`src/qte_pkg.sv`:
```
package qte_pkg;

    localparam int CORDIC_STAGES = 16;
    localparam int SQ_STEPS      = 29;
    localparam int CW            = 36;
    localparam int ZW            = 35;
    localparam int RW            = 37;

    localparam logic [1:0] POLE_NONE  = 2'd0;
    localparam logic [1:0] POLE_NORTH = 2'd1;
    localparam logic [1:0] POLE_SOUTH = 2'd2;

    localparam logic [13:0] THR_RESET = 14'd8176;
    localparam logic [56:0] ONE_SQ    = 57'd1 << 56;

    localparam logic signed [ZW-1:0] PI_Q30   = 35'sd3373259426;
    localparam logic signed [RW-1:0] HEAD_MAX = 37'sd51472;
    localparam logic signed [RW-1:0] ATT_MAX  = 37'sd12868;
    localparam logic signed [RW-1:0] BANK_MAX = 37'sd25736;
    localparam logic signed [14:0] ATT_OUT_MAX = 15'sd12868;

    typedef struct packed {
        logic signed [CW-1:0] x;
        logic signed [CW-1:0] y;
        logic signed [ZW-1:0] z;
        logic                 zero;
    } qte_lane_t;

    typedef struct packed {
        logic [1:0] pole;
        qte_lane_t  head;
        qte_lane_t  bank;
        qte_lane_t  att;
        logic [57:0] sq_v;
        logic [30:0] sq_r;
        logic [28:0] sq_q;
    } qte_item_t;

    // Elementary rotation angles atan(2^-i) in Q30 radians.
    function automatic logic signed [ZW-1:0] atan_q30(input logic [4:0] idx);
        logic signed [ZW-1:0] a;
        case (idx)
            5'd0:  a = 35'sd843314857;
            5'd1:  a = 35'sd497837829;
            5'd2:  a = 35'sd263043837;
            5'd3:  a = 35'sd133525159;
            5'd4:  a = 35'sd67021687;
            5'd5:  a = 35'sd33543516;
            5'd6:  a = 35'sd16775851;
            5'd7:  a = 35'sd8388437;
            5'd8:  a = 35'sd4194283;
            5'd9:  a = 35'sd2097149;
            5'd10: a = 35'sd1048576;
            5'd11: a = 35'sd524288;
            5'd12: a = 35'sd262144;
            5'd13: a = 35'sd131072;
            5'd14: a = 35'sd65536;
            5'd15: a = 35'sd32768;
            5'd16: a = 35'sd16384;
            5'd17: a = 35'sd8192;
            5'd18: a = 35'sd4096;
            5'd19: a = 35'sd2048;
            5'd20: a = 35'sd1024;
            5'd21: a = 35'sd512;
            5'd22: a = 35'sd256;
            5'd23: a = 35'sd128;
            default: a = '0;
        endcase
        return a;
    endfunction

    // Moves a vector with negative x into the right half plane.
    function automatic qte_lane_t lane_prep(input qte_lane_t a);
        qte_lane_t r;
        r = a;
        r.z = '0;
        r.zero = (a.x == '0) && (a.y == '0);
        if (a.x < 0)
        begin
            r.z = (a.y >= 0) ? PI_Q30 : -PI_Q30;
            r.x = -a.x;
            r.y = -a.y;
        end
        return r;
    endfunction

    function automatic qte_lane_t lane_rot(input qte_lane_t a, input logic [4:0] idx);
        qte_lane_t r;
        logic signed [CW-1:0] dx;
        logic signed [CW-1:0] dy;
        r = a;
        dx = a.y >>> idx;
        dy = a.x >>> idx;
        if (!a.zero)
        begin
            if (a.y >= 0)
            begin
                r.x = a.x + dx;
                r.y = a.y - dy;
                r.z = a.z + atan_q30(idx);
            end
            else
            begin
                r.x = a.x - dx;
                r.y = a.y + dy;
                r.z = a.z - atan_q30(idx);
            end
        end
        return r;
    endfunction

    // Q30 to Q13 with round half up, then saturation to plus or minus lim.
    function automatic logic signed [16:0] round_sat(input logic signed [RW-1:0] z,
                                                     input logic signed [RW-1:0] lim);
        logic signed [RW-1:0] r;
        r = (z + 37'sd65536) >>> 17;
        if (r > lim)
        begin
            r = lim;
        end
        else if (r < -lim)
        begin
            r = -lim;
        end
        return r[16:0];
    endfunction

endpackage

```
`src/qte_sqrt_cell.sv`:
```
module qte_sqrt_cell
(
    input  logic               clk,
    input  logic               rst_n,
    input  logic               in_valid,
    output logic               in_ready,
    input  qte_pkg::qte_item_t in_item,
    output logic               out_valid,
    input  logic               out_ready,
    output qte_pkg::qte_item_t out_item
);

    // One result bit per cell: bring down the next bit pair, try 4q+1.
    logic               valid_reg;
    qte_pkg::qte_item_t item_reg, item_next;
    logic [32:0]        r_cat;
    logic [32:0]        trial;

    assign in_ready = !valid_reg || out_ready;

    always_comb
    begin
        item_next = in_item;
        r_cat = {in_item.sq_r, in_item.sq_v[57:56]};
        trial = {2'b0, in_item.sq_q, 2'b01};
        item_next.sq_v = {in_item.sq_v[55:0], 2'b00};
        if (r_cat >= trial)
        begin
            item_next.sq_r = 31'(r_cat - trial);
            item_next.sq_q = {in_item.sq_q[27:0], 1'b1};
        end
        else
        begin
            item_next.sq_r = r_cat[30:0];
            item_next.sq_q = {in_item.sq_q[27:0], 1'b0};
        end
    end

    always_ff @(posedge clk or negedge rst_n)
    begin
        if (!rst_n)
        begin
            valid_reg <= 1'b0;
        end
        else if (in_ready)
        begin
            valid_reg <= in_valid;
        end
    end

    always_ff @(posedge clk)
    begin
        if (in_ready)
        begin
            item_reg <= item_next;
        end
    end

    assign out_valid = valid_reg;
    assign out_item  = item_reg;

endmodule

```
`config.mk`:
```
export PLATFORM = sky130hd
export DESIGN_NAME = qte_sqrt_cell
export DESIGN_NICKNAME = d
export VERILOG_FILES = /design/src/qte_pkg.sv /design/src/qte_sqrt_cell.sv
export SDC_FILE = /design/constraint.sdc
export NUM_CORES = 1
export LEC_CHECK = 0
export ABC_AREA = 1
export BUFFER_PORTS_ARGS = -buffer_cell sky130_fd_sc_hd__buf_2
export CAP_MARGIN = 20
export CORE_AREA = 2 2 348 350
export DETAILED_ROUTE_END_ITERATION = 8
export DIE_AREA = 0 0 350 352
export GPL_TIMING_DRIVEN = 0
export HOLD_SLACK_MARGIN = 0.08
export PLACE_DENSITY = 0.43
export SYNTH_ARGS = -nofsm -noshare
export SYNTH_HDL_FRONTEND = slang
export SYNTH_SLANG_ARGS = --single-unit
```
`constraint.sdc`:
```
create_clock -name clk -period 18 [get_ports clk]
set_clock_uncertainty 0.05 [all_clocks]
set_input_delay 3.6 -clock clk [delete_from_list [all_inputs] [get_ports clk]]
set_output_delay 3.6 -clock clk [all_outputs]
set_load 0.05 [all_outputs]
```
==> flow_summary_export.csv, run 1 <==
group,metric,value,unit
run_status,status,"completed",
sta,worstMarginPinSlew,0.531,ns
floorplan,ios,894,
worst_setup_path,worstReg2RegStart,"out_valid$_DFFE_PN0P_",
floorplan,start_util,13.7,%
grt,grt_max_degree,65,
logic_synthesis,postSynthAreaPerCell,15.3,um^2
worst_setup_path,timing.rr.end,"out_item[133]$_DFFE_PP_",
grt,grt_pass1_vias,12100,
logic_synthesis,ys.flop_type,"edfxtp_1",
detailed_routing,route.detailed.drc,0,
job,drv_cap,0,
worst_setup_path,worstSetupStartpointType,"input pin",
logic_synthesis,synthArstFlopShare,0.226,%
hold_path,hold_path.class,"flop to flop",
logic_synthesis,ys_seq_area_share,81.4,%
floorplan,die_y,352,um
clock_tree,clk_pin_slew_worst_paths,0.06,ns
detailed_routing,dr_wl_met2,41600,um
detailed_routing,vias,12300,
cells_and_area,nets,2503,
floorplan,core_area,119000,um^2
grt,overflow,0,
grt,grt.total_usage,12.9,%
power_and_ir_drop,powerDensity,119,nW/um^2
logic_synthesis,synthTopCellsByArea,"edfxtp_1 (81%), nand2_1 (6.1%), inv_1 (3.3%), ha_1 (2.4%), nand3_1 (1.6%)",
logic_synthesis,syn_area,16300,um^2
placement,numPortBuffers,891,
floorplan,fp.dieW,350,um
worst_setup_path,ff2ff_setup_slack,15.38,ns
logic_synthesis,yosysMostFrequentCell,"edfxtp_1",
clock_tree,htreeDepth,2,
clock_tree,hold_buffers,0,
detailed_routing,wirelength,83100,um
clock_tree,clk_latency,0.63,ns
worst_setup_path,cp_data_arrival_time,4.76,ns
placement,gp_congestion,0.856,
clock_tree,cts-root-buf,"clkbuf_16",
grt,grt_pass1_wl,107000,um
clock_tree,numCtsBuffers,57,
sta,slew_viol_final,0,
detailed_routing,routed.top_layer,"met5",
detailed_routing,wl_met1,29200,um
logic_synthesis,ys_types,32,
logic_synthesis,synth.largest_area_cell,"edfxtp_1",
hold_path,worstHoldStart,"out_valid$_DFFE_PN0P_",
detailed_routing,dr.first_iter.drc_count,809,
power_and_ir_drop,ir_drop,0.0000733,V
sta,setup_viol,0,
sta,clock.fmax,0.119,GHz
logic_synthesis,ys_warn_count,0,
sta,finalHoldViolations,0,
clock_tree,clock_sinks,443,
cells_and_area,layout-drive-gt1-share,49.4,%
hold_path,holdPathEnd,"out_valid$_DFFE_PN0P_",
worst_setup_path,critPathMaxFanout,58,
sta,finalSetupTns,0,ns
sta,fin_crit,8.41,ns
detailed_routing,dr.pass1.iters,5,
logic_synthesis,synth_edf_count,442,
detailed_routing,viasPerCell,3.33,
logic_synthesis,synth_common_cells,"edfxtp_1 (442), nand2_1 (264), inv_1 (144)",
floorplan,die_area,123000,um^2
logic_synthesis,synth_top_area_share,81.2,%
detailed_routing,ant_nets,0,
logic_synthesis,synth-seq-cells,443,
clock_tree,cts_resized,0,
worst_setup_path,endpoint_kind,"output pin",
placement,hpwlAfterDp,69800,um
sta,rsz0062_at_grt,"false",
power_and_ir_drop,p_leak,0.0111,uW
clock_tree,cts_tree,"built",
sta,slew_headroom,64.5,%
worst_setup_path,required,14.35,ns
clock_tree,cts_buffer_depth,3,
clock_tree,post-cts-setup-buffers,0,
grt,antenna_found_initial,64,
worst_setup_path,path_class,"input pin to output pin",
floorplan,rows,127,
placement,dpl_worst_slack,9.59,ns
sta,finalWorstSetupSlack,9.59,ns
cells_and_area,area_growth,52.2,%
worst_setup_path,worstRegToRegCells,5,
detailed_routing,post_drt_wl_per_cell,22.5,um
sta,finalCritPeriodShare,46.7,%
detailed_routing,routed-wl-met3,9700,um
logic_synthesis,syn_inst,1065,
hold_path,hold_path_depth,2,
==> cell usage in the layout, fill, tap and decap left out, drive strengths merged <==
master    count
nand2       270
xor2         13
bufinv        3
o21bai        1
nand3b        9
diode        12
ha           31
and2          4
nor3          6
nor2         36
nand2b        1
xnor2         1
clkinvlp      5
edfxtp      442
nand3        68
o21ai         2
dfrtp         1
a21oi        19
inv         147
buf         910
nand4         3
conb          2
clkbuf       70
clkinv       23
a211oi        1
==> worst max-delay path by stage <==
stage                     startpoint       end  slack (ns)  cells after the start
final                      out_ready  in_ready        9.59                      5
after global routing       out_ready  in_ready        9.52                      5
after CTS                  out_ready  in_ready        9.58                      5
after detailed placement   out_ready  in_ready        9.59                      5
after global placement     out_ready  in_ready       -5.69                      4
after floorplan            out_ready  in_ready        1.11                      2
==> worst max-delay path: stages <==
cell and delay (ns):
buf_2 0.08, inv_1 0.05, nand2_4 0.30, buf_16 0.31, buf_2 0.34
==> report_power, final <==
group          total, uW  internal [uW]  switching, uW
Clock               1110            636            474
Combinational        582            125            457
Sequential          1250           1230           21.5
Total               2950           1990            953
==> logic make-up after synthesis <==
group / count (synthesis) / share of synthesized area (%)
flops: 443 / 81.4
buf+inv: 156 / 3.90
other cells: 1 / 0.0230
xor+xnor: 14 / 0.750
fa+ha+maj: 31 / 2.37
simple gates: 397 / 10.8
compound gates: 23 / 0.735
==> layer usage <==
layer | global-route usage, % | vias up
met4 | 3.56 | 44
met3 | 5.68 | 130
met2 | 22.7 | 613
met5 | 0 | -
li1 | - | 5646
met1 | 13.9 | 5843
==> metrics by stage <==
step / total power [uW] / area (um^2) / instances / hold WS [ns] / utilization [%]
global route: 3070 / 24800 / 3681 / 0.874 / 20.8
finish: 2950 / 24900 / 3692 / 0.794 / 20.8
detailed placement: 1870 / 23000 / 3577 / 0.791 / 19.3
CTS: 3020 / 24800 / 3680 / 0.811 / 20.8
floorplan: 1680 / 16300 / 1066 / 3.25 / -
global placement: 1910 / 22800 / 3569 / 3.33 / 19.1
==> state kept, by name, summed over array words and instances (netlist names) <==
name	flops
out_item	442
out_valid	1
==> layout make-up <==
| cell class | instances | area, um^2 |
|---|---|---|
| antenna | 12 | 30.0 |
| buffer | 12 | 96.3 |
| clock buffer | 69 | 1500 |
| clock inverter | 34 | 287 |
| fill | 13000 | 94500 |
| inverter | 144 | 541 |
| multi-input combinational | 467 | 2420 |
| sequential | 443 | 13300 |
| tap | 1612 | 2020 |
| timing repair buffer | 899 | 4680 |
No activity file was read; power rests on OpenSTA's default activity.
==> run 2: changes to the inputs <==
--- a/config.mk
+++ b/config.mk
@@ -13,7 +13,7 @@
 export DIE_AREA = 0 0 350 352
 export GPL_TIMING_DRIVEN = 0
 export HOLD_SLACK_MARGIN = 0.08
-export PLACE_DENSITY = 0.43
+export PLACE_DENSITY = 0.44
 export SYNTH_ARGS = -nofsm -noshare
 export SYNTH_HDL_FRONTEND = slang
 export SYNTH_SLANG_ARGS = --single-unit
==> constraint.sdc (replaced) <==
create_clock -name clk -period 6.7 [get_ports clk]
set_clock_uncertainty 0.05 [all_clocks]
set_input_delay 1.34 -clock clk [delete_from_list [all_inputs] [get_ports clk]]
set_output_delay 1.34 -clock clk [all_outputs]
set_load 0.05 [all_outputs]
==> run 2 against run 1 <==
Against the previous run: highest routed layer unchanged; largest cell class unchanged; critical endpoint unchanged; largest power group unchanged; critical path depth unchanged; clock power increased to 2.8 times the previous value; combinational power increased to 2.7 times the previous value.
==> flow_summary_export.csv, run 2 (synthesis gave the netlist of run 1 again) <==
group,metric,value,unit
run_status,status,"completed",
placement,dp_cells,3573,
clock_tree,htreeDepth,2,
grt,met2_usage,21.2,%
sta,worstMarginPinSlew,0.697,ns
cells_and_area,mostFrequentLayoutCells,"buf_2 (897), edfxtp_1 (442), nand2_1 (263)",
grt,grt_pass1_wl,103000,um
worst_setup_path,endpoint_kind,"output pin",
clock_tree,cts_tree,"built",
clock_tree,hold_buffers,0,
sta,fin_crit,4.19,ns
detailed_routing,dr.first_iter.drc_count,831,
worst_setup_path,path_class,"input pin to output pin",
cells_and_area,final_core_util,20.8,%
hold_path,hold_path.class,"input pin to asynchronous set/reset pin",
placement,gp_congestion,0.815,
detailed_routing,wirelength,79800,um
clock_tree,cts-root-buf,"clkbuf_16",
cells_and_area,nets,2498,
grt,grt_max_degree,106,
worst_setup_path,required,5.31,ns
floorplan,die_y,352,um
worst_setup_path,cp_slowest_cell,"buf_16",
worst_setup_path,crit_top_cell,"buf_2",
grt,grt-busiest-layer,"met2",
cells_and_area,fillers,13100,
sta,clock.fmax,0.239,GHz
floorplan,ios,894,
worst_setup_path,worstRegToRegCells,4,
grt,antenna_found_initial,62,
worst_setup_path,worstSetupStartpointType,"input pin",
job,drv_cap,0,
clock_tree,clk_pin_slew_worst_paths,0.06,ns
worst_setup_path,max_stage_delay,0.41,ns
detailed_routing,post_drt_wl_per_cell,21.7,um
detailed_routing,viasPerCell,3.34,
clock_tree,clk_latency,0.64,ns
worst_setup_path,critPathMaxFanout,101,
floorplan,start_util,13.7,%
clock_tree,clock_sinks,443,
grt,grtUsageMet1,13.7,%
clock_tree,numCtsBuffers,56,
clock_tree,post-cts-setup-buffers,0,
sta,rsz0062_at_grt,"false",
power_and_ir_drop,p_leak,0.0111,uW
sta,finalCritPeriodShare,62.6,%
cells_and_area,largest_reg_flops,442,
grt,overflow,0,
worst_setup_path,crit_chain,"buf_2 -> inv_1 -> nand2_8 -> buf_16 -> buf_2",
sta,slew_headroom,53.5,%
sta,finalHoldViolations,0,
detailed_routing,route.detailed.drc,0,
sta,slew_viol_final,0,
grt,grt_pass1_vias,12100,
worst_setup_path,worstReg2RegStart,"out_valid$_DFFE_PN0P_",
floorplan,rows,127,
detailed_routing,ant_nets,0,
cells_and_area,layout-drive-gt1-share,49.2,%
clock_tree,cts_resized,0,
power_and_ir_drop,ir_drop,0.000213,V
worst_setup_path,ff2ff_setup_slack,3.85,ns
power_and_ir_drop,powerDensity,324,nW/um^2
detailed_routing,vias,12300,
worst_setup_path,cp_data_arrival_time,2.80,ns
worst_setup_path,crit_end,"in_ready",
grt,use_met3,5.43,%
cells_and_area,fin_cells,3681,
cells_and_area,final_common_cell,"buf_2",
grt,grt.total_usage,12.4,%
floorplan,core_area,119000,um^2
worst_setup_path,cp-startpoint,"out_ready",
sta,finalSetupTns,0,ns
worst_setup_path,timing.rr.end,"out_item[49]$_DFFE_PP_",
floorplan,die_area,123000,um^2
placement,numPortBuffers,891,
clock_tree,cts_buffer_depth,3,
placement,hpwlAfterDp,66300,um
floorplan,fp.dieW,350,um
sta,setup_viol,0,
detailed_routing,dr.pass1.iters,5,
cells_and_area,area_growth,52.0,%
## run 2: cell types whose count changed in the layout (fill, tap and decap cells not counted), moves of 2 or more
| cell | previous run | this run |
|---|---|---|
| diode_2 | 12 | 7 |
| clkinv_2 | 7 | 4 |
| clkbuf_8 | 3 | 0 |
| buf_16 | 8 | 4 |
| inv_6 | 1 | 3 |
| bufinv_16 | 3 | 8 |
## run 2: routing by layer
layer	share of wire [%]	vias up	wire length, um
li1	-	5611	-
met2	49	599	38900
met1	37	5943	29500
met3	11	113	8780
met5	0.21	-	165
met4	3.0	28	2420
## run 2: how the worst min path moves through the flow
stage	from	end	slack [ns]	cells after the start
final	rst_n	out_valid$_DFFE_PN0P_	0.41	1
after global routing	rst_n	out_valid$_DFFE_PN0P_	0.36	1
after CTS	rst_n	out_valid$_DFFE_PN0P_	0.35	1
after detailed placement	out_valid$_DFFE_PN0P_	out_item[250]$_DFFE_PP_	0.98	1
after global placement	rst_n	out_valid$_DFFE_PN0P_	1.07	1
after floorplan	rst_n	out_valid$_DFFE_PN0P_	0.99	0
## run 2: stage by stage
step	hold slack, ns	area (um^2)	power [uW]	worst slack, ns
2_1_floorplan	0.994	16400	4460	0.864
3_3_place_gp	1.07	22800	5020	-1.56
3_5_place_dp	0.981	22900	5000	2.51
4_1_cts	0.347	24800	8210	2.50
5_1_grt	0.363	24800	8370	2.38
6_report	0.413	24800	8030	2.51
## run 2: where the power goes
group	switching [uW]	internal, uW	leakage (uW)
registers	52.4	3310	0.00446
clock network	1280	1840	0.000893
logic	1220	327	0.00573
total	2550	5480	0.0111
## run 2: final cells by class
| cell class | count | area (um^2) | area share [%] |
|---|---|---|---|
| Sequential cell | 443 | 13300 | 53.6 |
| Timing Repair Buffer | 895 | 4570 | 18.4 |
| Multi-Input combinational cell | 467 | 2420 | 9.77 |
| Tap cell | 1612 | 2020 | 8.12 |
| Clock buffer | 65 | 1440 | 5.78 |
| Inverter | 144 | 541 | 2.18 |
| Clock inverter | 36 | 433 | 1.74 |
| Buffer | 12 | 96.3 | 0.388 |
| Antenna cell | 7 | 17.5 | 0.0705 |
## run 2: worst max-delay path, delay by kind of cell
kind	cells	cell delay [ns]
buffers and inverters	4	0.94
AND/OR/NAND/NOR	1	0.36
==> run 3: changes to the inputs <==
==> config.mk (replaced) <==
export PLATFORM = sky130hd
export DESIGN_NAME = qte_sqrt_cell
export DESIGN_NICKNAME = d
export VERILOG_FILES = /design/src/qte_pkg.sv /design/src/qte_sqrt_cell.sv
export SDC_FILE = /design/constraint.sdc
export NUM_CORES = 1
export LEC_CHECK = 0
export ABC_AREA = 0
export BUFFER_PORTS_ARGS = -buffer_cell sky130_fd_sc_hd__buf_2
export CAP_MARGIN = 20
export CORE_AREA = 2 2 351 353
export DETAILED_ROUTE_END_ITERATION = 8
export DIE_AREA = 0 0 353 355
export GPL_TIMING_DRIVEN = 0
export HOLD_SLACK_MARGIN = 0.08
export PLACE_DENSITY = 0.43
export SYNTH_ARGS = -nofsm -noshare
export SYNTH_HDL_FRONTEND = slang
export SYNTH_SLANG_ARGS = --single-unit
==> constraint.sdc (replaced) <==
create_clock -name clk -period 3.4 [get_ports clk]
set_clock_uncertainty 0.05 [all_clocks]
set_input_delay 0.68 -clock clk [delete_from_list [all_inputs] [get_ports clk]]
set_output_delay 0.68 -clock clk [all_outputs]
set_load 0.05 [all_outputs]
==> run 3 against run 2 <==
Against the previous run: worst hold slack got worse by 0.26 ns; routed wire length shrank 4.7%; clock-buffer cell count shrank 3; synthesized area decreased by 3.9%; critical path depth is 8 higher; cell count rose by 0.33%; sequential share of layout area shrank 4.5 points; synthesized cell count fell by 27%; via count fell by 1.3%; critical path type is now input pin to flop.
==> flow_summary_export.csv, run 3 <==
group,metric,value,unit
sta,rsz0062_at_grt,"false",
cells_and_area,layout-drive-gt1-share,50.4,%
clock_tree,clk_pin_slew_worst_paths,0.06,ns
cells_and_area,area_growth,72.7,%
hold_path,hold_path.class,"input pin to flop",
grt,grt.total_usage,11.5,%
run_status,status,"completed",
logic_synthesis,syn_inst,780,
worst_setup_path,ff2ff_setup_slack,1.04,ns
floorplan,rows,128,
placement,numPortBuffers,891,
floorplan,core_area,121000,um^2
detailed_routing,viasPerCell,3.28,
floorplan,die_area,125000,um^2
sta,finalCritPeriodShare,93.5,%
sta,finalHoldViolations,0,
grt,antenna_found_initial,33,
logic_synthesis,yosysMostFrequentCell,"edfxtp_1",
worst_setup_path,cp_data_arrival_time,3.49,ns
detailed_routing,post_drt_wl_per_cell,20.6,um
floorplan,fp.dieW,353,um
clock_tree,cts_buffer_depth,3,
worst_setup_path,required,3.71,ns
worst_setup_path,critPathMaxFanout,10,
clock_tree,numCtsBuffers,57,
power_and_ir_drop,power,16300,uW
detailed_routing,dr.first_iter.drc_count,697,
power_and_ir_drop,power_frac_comb,20.3,%
logic_synthesis,synthArstFlopShare,0.226,%
clock_tree,clk_latency,0.66,ns
power_and_ir_drop,internal_power,11100,uW
detailed_routing,dr.pass1.iters,4,
hold_path,hold_path_depth,1,
cells_and_area,multiInputGateArea,2160,um^2
cells_and_area,seqCellArea,13300,um^2
power_and_ir_drop,p_leak,0.0113,uW
grt,grt_pass1_wl,100000,um
logic_synthesis,synthTopCellsByArea,"edfxtp_1 (84%), ha_1 (2.5%), mux2_4 (1.6%), xnor2_1 (0.84%), a21oi_1 (0.83%)",
cells_and_area,fillers,13100,
detailed_routing,ant_nets,0,
detailed_routing,vias,12100,
logic_synthesis,synth-seq-cells,443,
detailed_routing,route.detailed.drc,0,
placement,dp_cells,3305,
power_and_ir_drop,power.share.switching,31.7,%
floorplan,die_y,355,um
placement,gp_congestion,0.814,
floorplan,ios,894,
sta,fin_crit,3.18,ns
grt,overflow,0,
cells_and_area,largest_reg_flops,442,
clock_tree,cts-root-buf,"clkbuf_16",
worst_setup_path,endpoint_kind,"flop",
job,drv_cap,0,
worst_setup_path,worstRegToRegCells,5,
logic_synthesis,synth_top_area_share,84.5,%
logic_synthesis,synth.largest_area_cell,"edfxtp_1",
grt,grt_pass1_vias,12500,
cells_and_area,nets,2493,
logic_synthesis,ys_seq_area_share,84.7,%
power_and_ir_drop,pwr-share-seq,40.9,%
worst_setup_path,worstSetupStartpointType,"input pin",
detailed_routing,wirelength,76000,um
worst_setup_path,path_class,"input pin to flop",
cells_and_area,final_common_cell,"buf_2",
logic_synthesis,ys.flop_type,"edfxtp_1",
clock_tree,clock_sinks,443,
placement,hpwlAfterDp,59800,um
sta,clock.fmax,0.314,GHz
logic_synthesis,synth_edf_count,442,
cells_and_area,final_core_util,22.3,%
logic_synthesis,synth_common_cells,"edfxtp_1 (442), inv_1 (34), ha_1 (31)",
cells_and_area,mostFrequentLayoutCells,"buf_2 (893), edfxtp_1 (442), dlygate4sd3_1 (271)",
sta,slew_headroom,53.2,%
logic_synthesis,syn_area,15700,um^2
sta,worstMarginPinSlew,0.692,ns
grt,grt_max_degree,68,
logic_synthesis,ys_types,57,
power_and_ir_drop,powerDensity,601,nW/um^2
clock_tree,htreeDepth,2,
logic_synthesis,postSynthAreaPerCell,20.1,um^2
power_and_ir_drop,pwr-share-clk,38.8,%
power_and_ir_drop,ir_drop,0.000335,V
cells_and_area,fin_cells,3693,
power_and_ir_drop,p_switching,5160,uW
sta,setup_viol,0,
sta,slew_viol_final,0,
clock_tree,cts_tree,"built",
logic_synthesis,ys_warn_count,0,
floorplan,start_util,12.9,%
==> run 3: cell types whose count changed after synthesis, moves of 11 or more <==
cell,before,now
nand2_1,264,25
inv_1,144,34
nand3_1,53,14
o21ai_0,2,20
mux2_4,0,17
nand3_2,15,0
xnor2_1,1,15
a21o_1,0,11
nor2_1,30,19
==> run 3: cell type report <==
cell class / instances / share of cell area (%)
Buffer: 20 / 0.507
Sequential cell: 443 / 49.0
Timing Repair Buffer: 1173 / 27.3
Antenna cell: 6 / 0.0553
Multi-Input combinational cell: 284 / 7.95
Clock buffer: 62 / 5.40
Clock inverter: 45 / 1.76
Inverter: 35 / 0.503
Tap cell: 1625 / 7.49
==> run 3: worst paths after layout <==
path / from / to
worst max-delay path: in_item[8] / out_item[38]$_DFFE_PP_
worst min-delay path: in_item[287] / out_item[287]$_DFFE_PP_
worst max register to register: out_valid$_DFFE_PN0P_ / out_item[348]$_DFFE_PP_
worst min register to register: out_valid$_DFFE_PN0P_ / out_item[112]$_DFFE_PP_
max in group asynchronous: rst_n / out_valid$_DFFE_PN0P_
min in group asynchronous: rst_n / out_valid$_DFFE_PN0P_
==> run 3: power by group through the flow <==
stage | clock network, uW | registers, uW | logic (uW)
6_report | 6330 | 6660 | 3310
5_1_grt | 6800 | 6700 | 3470
4_1_cts | 6630 | 6660 | 3370
3_5_place_dp | 0 | 6760 | 3080
3_3_place_gp | 0 | 6840 | 3040
2_1_floorplan | 0 | 8300 | 500
==> run 3: cells by family (layout without fill, tap and decap cells) <==
family | Yosys count | after routing | synth area share [%]
compound gates | 102 | 102 | 4.57
xor+xnor | 24 | 24 | 1.34
fa+ha+maj | 31 | 31 | 2.47
buf+inv | 55 | 1335 | 1.74
flops | 443 | 443 | 84.7
mux | 21 | 21 | 1.90
other cells | 1 | 8 | 0.0239
simple gates | 103 | 104 | 3.30
==> run 3: what timing repair did <==
item                                    CTS  global route
pin swaps                                 1             0
cloned                                    1             1
endpoints found under the hold margin   271             0
hold buffers                            271             0
endpoints found under the setup margin   20             1
resized for setup                         2             0
setup buffers                             2             0
==> run 3: metrics by stage <==
stage	hold WS, ns	worst slack, ns	area [um^2]	setup TNS (ns)
detailed placement	0.407	-1.05	22400	-21.85
floorplan	0.334	-1.15	15700	-435.00
CTS	0.0800	0.0284	27100	0
finish	0.149	0.220	27100	0
global placement	0.406	-3.72	22200	-1240.96
global route	0.0941	0.0268	27100	0
==> run 3: per-layer routing <==
layer  wire length [um]  share of wire, %  vias up  track usage [%]
met2              36800                48      557             19.3
met1              28000                37     5861             12.5
met3               7980                10      136             5.35
li1                   -                 -     5543                -
met5                219              0.29        -                0
met4               3030               4.0       34             4.60
==> run 3: worst max-delay path: stages <==
cell     delay, ns
buf_2         0.09
inv_1         0.13
ha_1          0.46
and3_1        0.34
nand3_1       0.14
or3_4         0.41
a31oi_4       0.19
o31ai_4       0.10
and2_4        0.21
buf_12        0.15
inv_6         0.10
buf_12        0.16
mux2_4        0.32
